`config.mk`:
```
export PLATFORM = sky130hd
export DESIGN_NAME = csv_byte_tokenizer
export DESIGN_NICKNAME = d
export VERILOG_FILES = /design/src/hw/rtl/cbt_pkg.sv /design/src/hw/rtl/csv_byte_tokenizer.sv /design/src/hw/rtl/cbt_fifo.sv /design/src/hw/rtl/cbt_front.sv /design/src/hw/rtl/cbt_back.sv
export SDC_FILE = /design/constraint.sdc
export NUM_CORES = 1
export LEC_CHECK = 0
export BUFFER_PORTS_ARGS = -buffer_cell sky130_fd_sc_hd__buf_2
export CAP_MARGIN = 10
export CORE_MARGIN = 2
export CORE_UTILIZATION = 65
export DETAILED_ROUTE_END_ITERATION = 12
export GPL_TIMING_DRIVEN = 0
export MAX_ROUTING_LAYER = met4
export PLACE_DENSITY = 0.81
export SYNTH_ARGS = -nofsm -noshare
export SYNTH_HDL_FRONTEND = slang
export SYNTH_HIERARCHICAL = 1
export SYNTH_SLANG_ARGS = --single-unit
```
`constraint.sdc`:
```
create_clock -name i_clk -period 14.5 [get_ports i_clk]
set_clock_uncertainty 0.15 [all_clocks]
set_input_delay 2.175 -clock i_clk [delete_from_list [all_inputs] [get_ports i_clk]]
set_output_delay 2.175 -clock i_clk [all_outputs]
set_load 0.02 [all_outputs]
```
`src/hw/rtl/cbt_pkg.sv`:
```
// shared types, codes and constants of the csv byte tokenizer
package cbt_pkg;

    localparam int COLUMN_BITS = 16;
    localparam int ROW_BITS    = 24;
    localparam int TOTAL_BITS  = 32;

    localparam logic [7:0] SEPARATOR_RESET = 8'd44;
    localparam logic [7:0] CH_QUOTE        = 8'h22;
    localparam logic [7:0] CH_LF           = 8'h0A;
    localparam logic [7:0] CH_CR           = 8'h0D;

    localparam int OP_QUEUE_DEPTH  = 2;
    localparam int RES_QUEUE_DEPTH = 2;

    // result kinds
    localparam logic [1:0] KIND_CHAR     = 2'd0;
    localparam logic [1:0] KIND_CELL_END = 2'd1;
    localparam logic [1:0] KIND_ROW_END  = 2'd2;
    localparam logic [1:0] KIND_SUMMARY  = 2'd3;

    // operations handed from the front to the back
    typedef enum logic [1:0] {
        OP_CHAR     = 2'd0,
        OP_CELL     = 2'd1,
        OP_CELL_ROW = 2'd2,
        OP_EOD      = 2'd3
    } t_op_code;

    typedef struct packed {
        t_op_code   code;
        logic [7:0] ch;
        logic       cell_text;
        logic       close_cell;
        logic       open_quote;
    } t_op;

    typedef struct packed {
        logic [7:0] byte_in;
        logic       end_of_data;
    } t_in_item;

    typedef struct packed {
        logic [1:0]             kind;
        logic [7:0]             char_out;
        logic [COLUMN_BITS-1:0] column;
        logic [ROW_BITS-1:0]    row;
        logic                   cell_empty;
        logic                   last;
        logic                   open_quote;
        logic [TOTAL_BITS-1:0]  filled_cells;
        logic [TOTAL_BITS-1:0]  empty_cells;
        logic [ROW_BITS-1:0]    max_row;
        logic [COLUMN_BITS-1:0] max_column;
    } t_result;

endpackage

```
`src/hw/rtl/csv_byte_tokenizer.sv`:
```
// top level of the csv byte tokenizer: front end, operation queue, back end, result queue
// a byte's operation is registered in the operation queue, the back end turns the queue head
// into its first result, and that result is registered in the result queue for popping
// one byte per cycle while the operation queue has room; one result per cycle from the back end
// while the result queue has room; a line end makes a cell end and a row end, end of data up to three
// reset: synchronous active low; clears parse mode, counters, statistics and both
// queues, and sets the separator back to comma
module csv_byte_tokenizer import cbt_pkg::*; #(
    parameter int P_OP_QUEUE_DEPTH  = OP_QUEUE_DEPTH,
    parameter int P_RES_QUEUE_DEPTH = RES_QUEUE_DEPTH
) (
    input  logic       i_clk,
    input  logic       i_rst_n,
    // configuration: separator byte
    input  logic       i_cfg_we,
    input  logic [7:0] i_cfg_data,
    // input queue side
    input  logic       push,
    output logic       full,
    input  t_in_item   i_data,
    // result queue side
    output logic       empty,
    input  logic       pop,
    output t_result    o_data
);

    logic    accept;
    logic    fr_op_valid;
    t_op     fr_op;
    logic    opq_empty;
    logic    opq_full;
    t_op     opq_head;
    logic    bk_op_pop;
    logic    bk_res_push;
    t_result bk_res;
    logic    resq_full;

    // an input transaction happens when push is high and the operation queue has room
    assign accept = push && !full;
    assign full   = opq_full;

    // front: tracks quoting and line endings, turns each byte into at most one operation
    cbt_front u_front (
        .i_clk      (i_clk),
        .i_rst_n    (i_rst_n),
        .i_cfg_we   (i_cfg_we),
        .i_cfg_data (i_cfg_data),
        .i_accept   (accept),
        .i_item     (i_data),
        .o_op_valid (fr_op_valid),
        .o_op       (fr_op)
    );

    // operations waiting for the back end; bytes that cause nothing never enter
    cbt_fifo #(
        .WIDTH ($bits(t_op)),
        .DEPTH (P_OP_QUEUE_DEPTH)
    ) u_op_queue (
        .i_clk   (i_clk),
        .i_rst_n (i_rst_n),
        .i_push  (fr_op_valid),
        .i_data  (fr_op),
        .o_full  (opq_full),
        .i_pop   (bk_op_pop),
        .o_data  (opq_head),
        .o_empty (opq_empty)
    );

    // back: one result per cycle while the result queue has room, counters and statistics live here
    cbt_back u_back (
        .i_clk      (i_clk),
        .i_rst_n    (i_rst_n),
        .i_op_valid (!opq_empty),
        .i_op       (opq_head),
        .o_op_pop   (bk_op_pop),
        .i_res_full (resq_full),
        .o_res_push (bk_res_push),
        .o_res      (bk_res)
    );

    // result queue decouples the back end from the consumer
    cbt_fifo #(
        .WIDTH ($bits(t_result)),
        .DEPTH (P_RES_QUEUE_DEPTH)
    ) u_res_queue (
        .i_clk   (i_clk),
        .i_rst_n (i_rst_n),
        .i_push  (bk_res_push),
        .i_data  (bk_res),
        .o_full  (resq_full),
        .i_pop   (pop),
        .o_data  (o_data),
        .o_empty (empty)
    );

endmodule

```
`src/hw/rtl/cbt_fifo.sv`:
```
// small register based synchronous queue
module cbt_fifo #(
    parameter int WIDTH = 8,
    parameter int DEPTH = 2
) (
    input  logic             i_clk,
    input  logic             i_rst_n,
    input  logic             i_push,
    input  logic [WIDTH-1:0] i_data,
    output logic             o_full,
    input  logic             i_pop,
    output logic [WIDTH-1:0] o_data,
    output logic             o_empty
);

    localparam int AW = (DEPTH > 1) ? $clog2(DEPTH) : 1;
    localparam int CW = $clog2(DEPTH + 1);

    logic [WIDTH-1:0] r_mem [DEPTH];
    logic [AW-1:0]    r_wr_ptr, n_wr_ptr;
    logic [AW-1:0]    r_rd_ptr, n_rd_ptr;
    logic [CW-1:0]    r_count, n_count;
    logic             do_push, do_pop;

    assign o_full  = (r_count == CW'(DEPTH));
    assign o_empty = (r_count == '0);
    assign o_data  = r_mem[r_rd_ptr];
    assign do_push = i_push && !o_full;
    assign do_pop  = i_pop && !o_empty;

    always_comb begin
        n_wr_ptr = r_wr_ptr;
        n_rd_ptr = r_rd_ptr;
        n_count  = r_count;
        if (do_push) begin
            n_wr_ptr = (r_wr_ptr == AW'(DEPTH - 1)) ? '0 : r_wr_ptr + AW'(1);
        end
        if (do_pop) begin
            n_rd_ptr = (r_rd_ptr == AW'(DEPTH - 1)) ? '0 : r_rd_ptr + AW'(1);
        end
        if (do_push && !do_pop) begin
            n_count = r_count + CW'(1);
        end else if (do_pop && !do_push) begin
            n_count = r_count - CW'(1);
        end
    end

    always_ff @(posedge i_clk) begin
        if (!i_rst_n) begin
            r_wr_ptr <= '0;
            r_rd_ptr <= '0;
            r_count  <= '0;
        end else begin
            r_wr_ptr <= n_wr_ptr;
            r_rd_ptr <= n_rd_ptr;
            r_count  <= n_count;
        end
    end

    always_ff @(posedge i_clk) begin
        if (do_push) begin
            r_mem[r_wr_ptr] <= i_data;
        end
    end

endmodule

```
`src/hw/rtl/cbt_front.sv`:
```
// front end: quote state machine and byte classification into operations
module cbt_front import cbt_pkg::*; (
    input  logic       i_clk,
    input  logic       i_rst_n,
    input  logic       i_cfg_we,
    input  logic [7:0] i_cfg_data,
    input  logic       i_accept,
    input  t_in_item   i_item,
    output logic       o_op_valid,
    output t_op        o_op
);

    localparam logic [1:0] MODE_NORMAL     = 2'd0;
    localparam logic [1:0] MODE_QUOTED     = 2'd1;
    localparam logic [1:0] MODE_QUOTE_SEEN = 2'd2;

    logic [7:0] r_separator;
    logic [1:0] r_mode, n_mode;
    logic       r_pending, n_pending;
    logic       r_text, n_text;

    logic       is_quote, is_sep, is_lf, is_cr;
    logic [7:0] b;

    assign b        = i_item.byte_in;
    assign is_quote = (b == CH_QUOTE);
    assign is_sep   = (b == r_separator);
    assign is_lf    = (b == CH_LF);
    assign is_cr    = (b == CH_CR);

    always_comb begin
        n_mode     = r_mode;
        n_pending  = 1'b0;
        n_text     = r_text;
        o_op_valid = 1'b0;
        o_op.code       = OP_CHAR;
        o_op.ch         = b;
        o_op.cell_text  = r_text;
        o_op.close_cell = r_text || (r_mode == MODE_QUOTED) || (r_mode == MODE_QUOTE_SEEN);
        o_op.open_quote = (r_mode == MODE_QUOTED);
        if (i_item.end_of_data) begin
            o_op_valid = 1'b1;
            o_op.code  = OP_EOD;
            n_mode     = MODE_NORMAL;
            n_text     = 1'b0;
        end else begin
            unique case (r_mode)
                MODE_QUOTED: begin
                    if (is_quote) begin
                        n_mode = MODE_QUOTE_SEEN;
                    end else begin
                        o_op_valid = 1'b1;
                        n_text     = 1'b1;
                    end
                end
                MODE_QUOTE_SEEN: begin
                    priority if (is_quote) begin
                        o_op_valid = 1'b1;
                        n_text     = 1'b1;
                        n_mode     = MODE_QUOTED;
                    end else if (is_sep) begin
                        o_op_valid = 1'b1;
                        o_op.code  = OP_CELL;
                        n_text     = 1'b0;
                        n_mode     = MODE_NORMAL;
                    end else if (is_lf || is_cr) begin
                        o_op_valid = 1'b1;
                        o_op.code  = OP_CELL_ROW;
                        n_text     = 1'b0;
                        n_mode     = MODE_NORMAL;
                        n_pending  = is_cr;
                    end else begin
                        o_op_valid = 1'b1;
                        n_text     = 1'b1;
                        n_mode     = MODE_NORMAL;
                    end
                end
                default: begin
                    // normal mode, and the unused code behaves the same
                    n_mode = MODE_NORMAL;
                    priority if (is_quote) begin
                        n_mode = MODE_QUOTED;
                    end else if (is_sep) begin
                        o_op_valid = 1'b1;
                        o_op.code  = OP_CELL;
                        n_text     = 1'b0;
                    end else if (is_lf) begin
                        // lf right after a line-ending cr is swallowed
                        if (!r_pending) begin
                            o_op_valid = 1'b1;
                            o_op.code  = OP_CELL_ROW;
                            n_text     = 1'b0;
                        end
                    end else if (is_cr) begin
                        o_op_valid = 1'b1;
                        o_op.code  = OP_CELL_ROW;
                        n_text     = 1'b0;
                        n_pending  = 1'b1;
                    end else begin
                        o_op_valid = 1'b1;
                        n_text     = 1'b1;
                    end
                end
            endcase
        end
        o_op_valid = o_op_valid && i_accept;
    end

    always_ff @(posedge i_clk) begin
        if (!i_rst_n) begin
            r_separator <= SEPARATOR_RESET;
            r_mode      <= MODE_NORMAL;
            r_pending   <= 1'b0;
            r_text      <= 1'b0;
        end else begin
            if (i_cfg_we) begin
                r_separator <= i_cfg_data;
            end
            if (i_accept) begin
                r_mode    <= n_mode;
                r_pending <= n_pending;
                r_text    <= n_text;
            end
        end
    end

endmodule

```
`src/hw/rtl/cbt_back.sv`:
```
// back end: expands operations into results and keeps counters and statistics
module cbt_back import cbt_pkg::*; (
    input  logic    i_clk,
    input  logic    i_rst_n,
    input  logic    i_op_valid,
    input  t_op     i_op,
    output logic    o_op_pop,
    input  logic    i_res_full,
    output logic    o_res_push,
    output t_result o_res
);

    localparam logic [1:0] PH_CHAR = 2'd0;
    localparam logic [1:0] PH_CELL = 2'd1;
    localparam logic [1:0] PH_ROW  = 2'd2;
    localparam logic [1:0] PH_SUM  = 2'd3;

    localparam logic [1:0] STEP_START = 2'd0;
    localparam logic [1:0] STEP_ROW   = 2'd1;
    localparam logic [1:0] STEP_SUM   = 2'd2;

    logic [COLUMN_BITS-1:0] r_col, n_col;
    logic [ROW_BITS-1:0]    r_row, n_row;
    logic [TOTAL_BITS-1:0]  r_filled, n_filled;
    logic [TOTAL_BITS-1:0]  r_empty, n_empty;
    logic [ROW_BITS-1:0]    r_row_mark, n_row_mark;
    logic [COLUMN_BITS-1:0] r_col_mark, n_col_mark;
    logic [1:0]             r_step, n_step;

    logic [1:0]             phase;
    logic                   is_last;
    logic                   fire;
    logic [COLUMN_BITS-1:0] col_inc;
    logic [ROW_BITS-1:0]    row_inc;
    logic [COLUMN_BITS-1:0] col_mark_a;

    assign col_inc = (r_col == '1) ? r_col : r_col + COLUMN_BITS'(1);
    assign row_inc = (r_row == '1) ? r_row : r_row + ROW_BITS'(1);
    assign col_mark_a = (r_col_mark < r_col) ? r_col : r_col_mark;

    always_comb begin
        phase   = PH_CHAR;
        is_last = 1'b1;
        unique case (i_op.code)
            OP_CHAR: phase = PH_CHAR;
            OP_CELL: phase = PH_CELL;
            OP_CELL_ROW: begin
                phase   = (r_step == STEP_START) ? PH_CELL : PH_ROW;
                is_last = (r_step != STEP_START);
            end
            OP_EOD: begin
                priority if (r_step == STEP_START && i_op.close_cell) begin
                    phase = PH_CELL;
                end else if (r_step != STEP_SUM && r_col != '0) begin
                    phase = PH_ROW;
                end else begin
                    phase = PH_SUM;
                end
                is_last = (phase == PH_SUM);
            end
            default: phase = PH_CHAR;
        endcase
    end

    assign fire       = i_op_valid && !i_res_full;
    assign o_res_push = fire;
    assign o_op_pop   = fire && is_last;

    always_comb begin
        n_col      = r_col;
        n_row      = r_row;
        n_filled   = r_filled;
        n_empty    = r_empty;
        n_row_mark = r_row_mark;
        n_col_mark = r_col_mark;
        n_step     = r_step;

        o_res              = '0;
        o_res.last         = is_last;
        o_res.column       = r_col;
        o_res.row          = r_row;

        unique case (phase)
            PH_CHAR: begin
                o_res.kind     = KIND_CHAR;
                o_res.char_out = i_op.ch;
            end
            PH_CELL: begin
                o_res.kind       = KIND_CELL_END;
                o_res.cell_empty = !i_op.cell_text;
                n_col_mark       = col_mark_a;
                if (i_op.cell_text) begin
                    if (r_row_mark < row_inc) begin
                        n_row_mark = row_inc;
                    end
                    if (col_mark_a < col_inc) begin
                        n_col_mark = col_inc;
                    end
                    n_filled = (r_filled == '1) ? r_filled : r_filled + TOTAL_BITS'(1);
                end else begin
                    n_empty = (r_empty == '1) ? r_empty : r_empty + TOTAL_BITS'(1);
                end
                n_col  = col_inc;
                n_step = STEP_ROW;
            end
            PH_ROW: begin
                o_res.kind = KIND_ROW_END;
                if (r_row_mark < r_row) begin
                    n_row_mark = r_row;
                end
                n_row  = row_inc;
                n_col  = '0;
                n_step = STEP_SUM;
            end
            default: begin
                o_res.kind         = KIND_SUMMARY;
                o_res.column       = '0;
                o_res.row          = '0;
                o_res.open_quote   = i_op.open_quote;
                o_res.filled_cells = r_filled;
                o_res.empty_cells  = r_empty;
                o_res.max_row      = r_row_mark;
                o_res.max_column   = r_col_mark;
            end
        endcase
        if (is_last) begin
            n_step = STEP_START;
        end
    end

    always_ff @(posedge i_clk) begin
        if (!i_rst_n) begin
            r_col      <= '0;
            r_row      <= '0;
            r_filled   <= '0;
            r_empty    <= '0;
            r_row_mark <= '0;
            r_col_mark <= '0;
            r_step     <= STEP_START;
        end else if (fire) begin
            r_col      <= n_col;
            r_row      <= n_row;
            r_filled   <= n_filled;
            r_empty    <= n_empty;
            r_row_mark <= n_row_mark;
            r_col_mark <= n_col_mark;
            r_step     <= n_step;
        end
    end

endmodule
```
==> results of run 1 <==
worst max-delay path, cell delays in order, from the launching register on:
cell	delay, ns
dfxtp_1	0.42
clkinv_1	0.33
ha_1	0.44
nand4_1	0.16
nor4_1	0.31
o21ai_0	0.17
nand4_1	0.24
clkbuf_1	0.46
o21ai_0	0.24
ha_1	0.34
a21oi_1	0.13
o21ai_0	0.14
a211oi_1	0.39
o2111ai_1	0.30
or2_2	0.37
nor2_1	0.25
buf_2	0.32
a21oi_1	0.12
o31a_1	0.12
routing by layer:
layer  wire (um)  vias up
li1            -     7834
met1       24100     8151
met2       27000      605
met3        3650      120
met4        1530        0
met5           0        -
path summary, 6_finish.rpt:
| path | end | slack, ns | cells past startpoint | start |
|---|---|---|---|---|
| setup / recovery | u_back/r_col_mark[10] | 8.97 | 18 | u_back/r_col[11] |
| hold / removal | u_back/r_step[0] | 0.34 | 2 | u_back/r_step[0] |
| setup reg to reg | u_back/r_col_mark[10] | 8.97 | 18 | u_back/r_col[11] |
| hold reg to reg | u_back/r_step[0] | 0.34 | 2 | u_back/r_step[0] |
per-stage QoR:
stage | instances | utilization | cell area, um2
floorplan | 2030 | - | 24100
global placement | 2677 | 0.700 | 25600
detailed placement | 2688 | 0.708 | 25900
CTS | 2784 | 0.755 | 27600
global route | 2784 | 0.755 | 27600
finish | 2784 | 0.755 | 27600
cell type report:
type / instances / area (um2) / share of cell area
plain buffers: 104 / 597 / 0.0217
flip-flops and latches: 508 / 13600 / 0.492
clock buffers: 68 / 1400 / 0.0508
repair buffers: 190 / 1180 / 0.0428
clock inverters: 28 / 307 / 0.0111
inverters: 67 / 251 / 0.00912
well taps: 468 / 586 / 0.0212
multi-input cells: 1351 / 9670 / 0.351
logic make-up (layout without fill, tap and decap cells):
logic type,after synthesis,count (layout),share of synthesized area
compound gates,287,287,0.0750
xor+xnor,135,135,0.0491
fa+ha+maj,88,88,0.0457
buf+inv,171,457,0.0352
flops,508,508,0.564
mux,183,183,0.0849
simple gates,658,658,0.146
layout by cell type, fill, tap and decap left out, types with 43 or more instances in the layout:
cell type  synthesis  layout
edfxtp_1         340     340
buf_2             15     194
a21oi_1          103     103
nor2_1           170     170
dfxtp_1          168     168
and2_1           133     133
clkbuf_1          53      65
o21ai_0           80      80
xnor2_1          103     103
clkbuf_16          0      52
nand2_1          107     107
nand3_1           43      43
mux2_2           170     170
inv_1             64      64
ha_1              88      88
registers in the layout (all words and copies together), names as in the netlist, named ones only:
name	cells
u_res_queue/r_mem	314
u_back/r_empty	32
u_back/r_filled	32
u_op_queue/r_mem	26
u_back/r_row	24
u_back/r_row_mark	24
u_back/r_col	16
u_back/r_col_mark	16
u_front/r_separator	8
u_back/r_step	2
u_front/r_mode	2
u_op_queue/r_count	2
u_res_queue/r_count	2
u_front/r_pending	1
u_front/r_text	1
u_op_queue/r_rd_ptr	1
u_op_queue/r_wr_ptr	1
u_res_queue/r_rd_ptr	1
u_res_queue/r_wr_ptr	1
power groups by stage:
stage | Sequential [mW] | Clock [mW] | Combinational (mW)
detailed placement | 2.06 | 0 | 2.23
CTS | 2.03 | 1.35 | 2.24
finish | 2.03 | 1.34 | 2.26
floorplan | 2.08 | 0 | 1.46
global placement | 2.15 | 0 | 2.05
global route | 2.06 | 1.41 | 2.43
==> flow_metrics.py, run 1 <==
metrics = {
    "logic_synthesis": {
        "ys_ff_latch": 508,
        "yosysTopAreaCell": "edfxtp_1",
        "async_reset_ff_frac": 0,
        "synth_ff_type": "edfxtp_1",
        "synth_area_leaders": "edfxtp_1 42%, dfxtp_1 14%, mux2_2 7.9%, ha_1 4.6%, xnor2_1 3.7%",
        "synth_common_cells": "340 x edfxtp_1, 170 x mux2_2, 170 x nor2_1",
        "synth_edf_count": 340,
        "syn_nets": 2140,
        "ys_warn_count": 6,
        "syn_area_mm2": 0.0241,
        "syn_avg_cell_area_um2": 11.9,
        "synth_seq_area_share": 0.564,
        "synthCells": 2030,
        "synth_top_area_frac": 0.424,
        "yosysMostFrequentCell": "edfxtp_1",
        "synth_cell_types": 85,
    },
    "floorplanning": {
        "die_width_um": 196,
        "pin_count": 181,
        "core_mm2": 0.0365,
        "num_rows": 70,
        "die_h_um": 196,
        "floorplan.initialDensity": 0.659,
        "die_area_mm2": 0.0386,
    },
    "clock_tree": {
        "hold_buffers": 0,
        "postCtsSetupBuffers": 0,
        "cts_root_buffer": "clkbuf_16",
        "path_clk_slew_ns": 0.06,
        "clk_latency_ns": 0.59,
        "cts_resized": 0,
        "cts.htree.levels": 2,
        "cts_tree": "built",
        "ctsLongestPathBuffers": 3,
        "cts_buffers": 51,
        "cts.sinks": 508,
    },
    "min_path": {
        "hold_path.class": "flop to flop",
    },
    "grt": {
        "grt_use_met2": 0.487,
        "grt_pass1_vias": 16683,
        "grt_pass1_wl_mm": 88.4,
        "grt_max_degree": 64,
        "met3_usage": 0.0447,
        "grt_busiest_layer": "met2",
        "gr-total-overflow": 0,
        "grt.met1_usage": 0.396,
        "grt_usage": 0.301,
        "antenna_found_initial": 0,
    },
    "job": {
        "drv_cap": 0,
    },
    "placement": {
        "gp_congestion": 0.935,
        "io_buffers": 179,
        "dpl.hpwl_mm": 39.7,
        "place_ws_ns": 9.21,
    },
    "power_and_ir_drop": {
        "intPower_mw": 3.53,
        "switching_share": 0.372,
        "p_total_mw": 5.63,
        "share_comb_of_total_power": 0.401,
        "p_clk_frac": 0.237,
        "vdd_ir_drop_max_uv": 169,
        "p_leak_nw": 9.96,
        "p_sw_mw": 2.10,
        "power_density_mw_per_mm2": 204,
        "sequentialPowerShare": 0.361,
    },
    "outcome": {
        "status": "finished clean",
    },
    "critical_path": {
        "crit_required_ns": 14.82,
        "crit_type": "flop to flop",
        "path_max_fanout": 10,
        "critPathArrivalTime_ns": 5.85,
        "critical_path.endpoint_type": "flop",
        "cp-start-kind": "flop",
    },
    "detailed_routing": {
        "num_vias": 16710,
        "drc": 0,
        "drt_first_pass_iters": 8,
        "first_iter_violations": 1371,
        "routed_wirelength_mm": 56.3,
        "wire_per_inst_um": 20.2,
        "viasPerCell": 6.00,
        "antenna_left": 0,
    },
    "timing": {
        "fin_crit_ns": 5.53,
        "relSlewSlack": 0.267,
        "hold_viol": 0,
        "setup_viol_count_final": 0,
        "worst_pin_slew_ns": 1.09,
        "worst_slack_ns": 8.97,
        "fin_crit_sh": 0.381,
        "report.final.slew_viol_count": 0,
        "grt_setup_unrepaired": "no",
        "max_freq_mhz": 181,
        "timing.setup.tns_ns": 0,
        "timing.hold.ws_ns": 0.344,
    },
    "cells_and_area": {
        "drive_gt1_frac": 0.227,
        "fin_nets": 2383,
        "area_delta_synth_final_pct": 14.5,
        "nFillCells": 2371,
        "n_antenna_cell": 0,
    },
}
Note: power is estimated with default switching activity, not from simulation.
==> inputs of run 2 (changes only) <==
--- a/config.mk
+++ b/config.mk
@@ -8,11 +8,11 @@
 export BUFFER_PORTS_ARGS = -buffer_cell sky130_fd_sc_hd__buf_2
 export CAP_MARGIN = 10
 export CORE_MARGIN = 2
-export CORE_UTILIZATION = 65
+export CORE_UTILIZATION = 61
 export DETAILED_ROUTE_END_ITERATION = 12
 export GPL_TIMING_DRIVEN = 0
 export MAX_ROUTING_LAYER = met4
-export PLACE_DENSITY = 0.81
+export PLACE_DENSITY = 0.77
 export SYNTH_ARGS = -nofsm -noshare
 export SYNTH_HDL_FRONTEND = slang
 export SYNTH_HIERARCHICAL = 1
==> constraint.sdc (replaced) <==
create_clock -name i_clk -period 5.75 [get_ports i_clk]
set_clock_uncertainty 0.15 [all_clocks]
set_input_delay 0.8625 -clock i_clk [delete_from_list [all_inputs] [get_ports i_clk]]
set_output_delay 0.8625 -clock i_clk [all_outputs]
set_load 0.02 [all_outputs]
==> run 2 against run 1 <==
- non-clock buffer count did not move
- die area up 6.4%
- register-to-register slack worse by 8.6 ns
- global-route usage down 2.3 points
- core utilization fell by 4.4 points
- critical path depth is 2 higher
- first-iteration DRC count is 14% lower
- worst setup slack worse by 8.6 ns
- combinational power grew to 2.5 times the previous value
- fmax rose by 3.7%
==> flow_metrics.py, run 2 (synthesized netlist as in run 1, its figures left out) <==
metrics = {
    "cells_and_area": {
        "fin_util": 0.711,
        "final_cell_area_mm2": 0.0276,
        "final_cell_mix": "340 x edfxtp_1, 194 x buf_2, 170 x nor2_1, 170 x mux2_2, 168 x dfxtp_1",
        "area_delta_synth_final_pct": 14.6,
        "nFillCells": 2827,
        "fin_nets": 2384,
        "fin_cells": 2836,
        "n_antenna_cell": 0,
        "reg_top3": "u_res_queue/r_mem: 314 flops, u_back/r_empty: 32 flops, u_back/r_filled: 32 flops",
        "drive_gt1_frac": 0.229,
        "largest_reg_flops": 314,
        "max_flop_register": "u_res_queue/r_mem",
        "mostFrequentLayoutCell": "edfxtp_1",
    },
    "timing": {
        "hold_viol": 0,
        "report.final.slew_viol_count": 0,
        "fin_crit_sh": 0.926,
        "max_freq_mhz": 188,
        "grt_setup_unrepaired": "no",
        "worst_pin_slew_ns": 1.05,
        "fin_crit_ns": 5.33,
        "setup_viol_count_final": 0,
        "relSlewSlack": 0.299,
    },
    "clock_tree": {
        "cts_buffers": 52,
        "cts.sinks": 508,
        "cts.htree.levels": 2,
        "path_clk_slew_ns": 0.06,
        "hold_buffers": 0,
        "postCtsSetupBuffers": 0,
        "cts_root_buffer": "clkbuf_16",
        "cts_tree": "built",
        "clk_latency_ns": 0.61,
        "ctsLongestPathBuffers": 3,
    },
    "min_path": {
        "min_path_cells": 3,
        "hold_start": "i_cfg_data[3]",
        "hold_path.class": "input pin to flop",
    },
    "placement": {
        "gp_congestion": 0.916,
        "dp.cells": 2738,
        "place_area_mm2": 0.0259,
        "io_buffers": 179,
        "dpl.hpwl_mm": 39.5,
    },
    "critical_path": {
        "max_stage_delay_ns": 0.43,
        "worst-r2r-cell-count": 20,
        "path_common_cell": "o21ai_0",
        "r2r-start": "u_back/r_col[12]",
        "crit_required_ns": 6.08,
        "slowest_stage": "o21ai_0",
        "cp-start-kind": "flop",
        "path_max_fanout": 10,
        "cp.depth": 20,
        "cp.buffers_inverters": 4,
        "crit_path_start": "u_back/r_col[12]",
        "crit_chain": "clkbuf_1 -> inv_1 -> ha_1 -> nand4_1 -> nor4_1 -> o21ai_0 -> nand4_1 -> clkbuf_2 -> nand2_1 -> o21ai_0 -> ha_1 -> a21oi_1 -> o21ai_0 -> o21ai_0 -> o2111ai_1 -> or2_2 -> nor2_1 -> buf_2 -> a21oi_1 -> o31a_1",
        "critical_path.endpoint_type": "flop",
        "critPathArrivalTime_ns": 5.66,
        "crit_type": "flop to flop",
        "cp_top_family": "compound AO/OA/AOI/OAI gates",
    },
    "grt": {
        "gr-total-overflow": 0,
        "grt_pass1_vias": 16278,
        "antenna_found_initial": 0,
        "grt_usage": 0.278,
        "grt_pass1_wl_mm": 87.3,
        "grt_max_degree": 63,
    },
    "job": {
        "drv_cap": 0,
    },
    "detailed_routing": {
        "routed_wirelength_mm": 55.3,
        "drc": 0,
        "wire_per_inst_um": 19.5,
        "viasPerCell": 5.80,
        "first_iter_violations": 1177,
        "drt_first_pass_iters": 5,
        "antenna_left": 0,
        "num_vias": 16454,
    },
    "outcome": {
        "status": "finished clean",
    },
    "floorplanning": {
        "pin_count": 181,
        "die_width_um": 203,
        "die_area_mm2": 0.0411,
        "floorplan.initialDensity": 0.620,
        "core_mm2": 0.0388,
        "num_rows": 72,
        "die_h_um": 203,
    },
    "power_and_ir_drop": {
        "vdd_ir_drop_max_uv": 377,
        "power_density_mw_per_mm2": 510,
        "p_leak_nw": 9.96,
        "p_total_mw": 14.1,
    },
}
run 2: cell count changes in the layout (fill, tap and decap cells not counted):
cell	previous run	this run
clkinv_1	9	7
clkinv_2	8	9
clkinv_4	1	2
buf_12	1	0
clkbuf_8	4	6
clkbuf_2	3	6
bufinv_16	6	3
clkbuf_1	65	64
buf_8	1	2
inv_16	0	1
run 2: final timing paths:
| path | end | slack, ns |
|---|---|---|
| setup / recovery | u_back/r_col_mark[10] | 0.42 |
| hold / removal | u_front/r_separator[3] | 0.33 |
| setup reg to reg | u_back/r_col_mark[10] | 0.42 |
| hold reg to reg | u_back/r_step[0] | 0.36 |
run 2: area by class of cell:
cell class | instances | area [um2] | share of cell area
plain buffers | 104 | 601 | 0.0218
clock buffers | 72 | 1440 | 0.0520
multi-input cells | 1351 | 9670 | 0.350
inverters | 67 | 251 | 0.00911
well taps | 518 | 648 | 0.0235
flip-flops and latches | 508 | 13600 | 0.492
repair buffers | 190 | 1170 | 0.0425
clock inverters | 26 | 243 | 0.00880
run 2: per-stage QoR:
| stage | setup slack (ns) | hold WS, ns | TNS [ns] |
|---|---|---|---|
| 2_1_floorplan | 0.428 | 0.301 | 0 |
| 3_3_place_gp | -1.72 | 0.321 | -519.80 |
| 3_5_place_dp | 0.461 | 0.335 | 0 |
| 4_1_cts | 0.385 | 0.300 | 0 |
| 5_1_grt | 0.0977 | 0.317 | 0 |
| 6_report | 0.423 | 0.328 | 0 |
run 2: report_power, final:
| part | total (mW) | leakage, nW | internal [mW] | switching, mW |
|---|---|---|---|---|
| logic | 5.66 | 4.58 | 2.11 | 3.56 |
| registers | 5.12 | 4.56 | 4.82 | 0.301 |
| clock network | 3.30 | 0.817 | 1.89 | 1.41 |
| total | 14.1 | 9.96 | 8.81 | 5.27 |
run 2: metal layers:
metal / vias to the layer above / wire (um) / global-route usage
li1: 7835 / - / -
met2: 487 / 26400 / 0.448
met1: 8015 / 24400 / 0.366
met4: 0 / 1510 / 0.0886
met3: 117 / 2990 / 0.0422
met5: - / 0 / -
run 2: repair_timing:
item | in CTS | in global routing
endpoints found under the setup margin | 0 | 10
resized for setup | 0 | 6
hold endpoints to repair | 0 | 0
run 2: worst register-to-register path, stage by stage (launching register included):
cell and delay [ns]:
dfxtp_1 0.31, clkbuf_1 0.27, inv_1 0.18, ha_1 0.31, nand4_1 0.11, nor4_1 0.28, o21ai_0 0.16, nand4_1 0.25
clkbuf_2 0.31, nand2_1 0.10, o21ai_0 0.13, ha_1 0.31, a21oi_1 0.13, o21ai_0 0.15, o21ai_0 0.43, o2111ai_1 0.36
or2_2 0.38, nor2_1 0.28, buf_2 0.33, a21oi_1 0.13, o31a_1 0.14
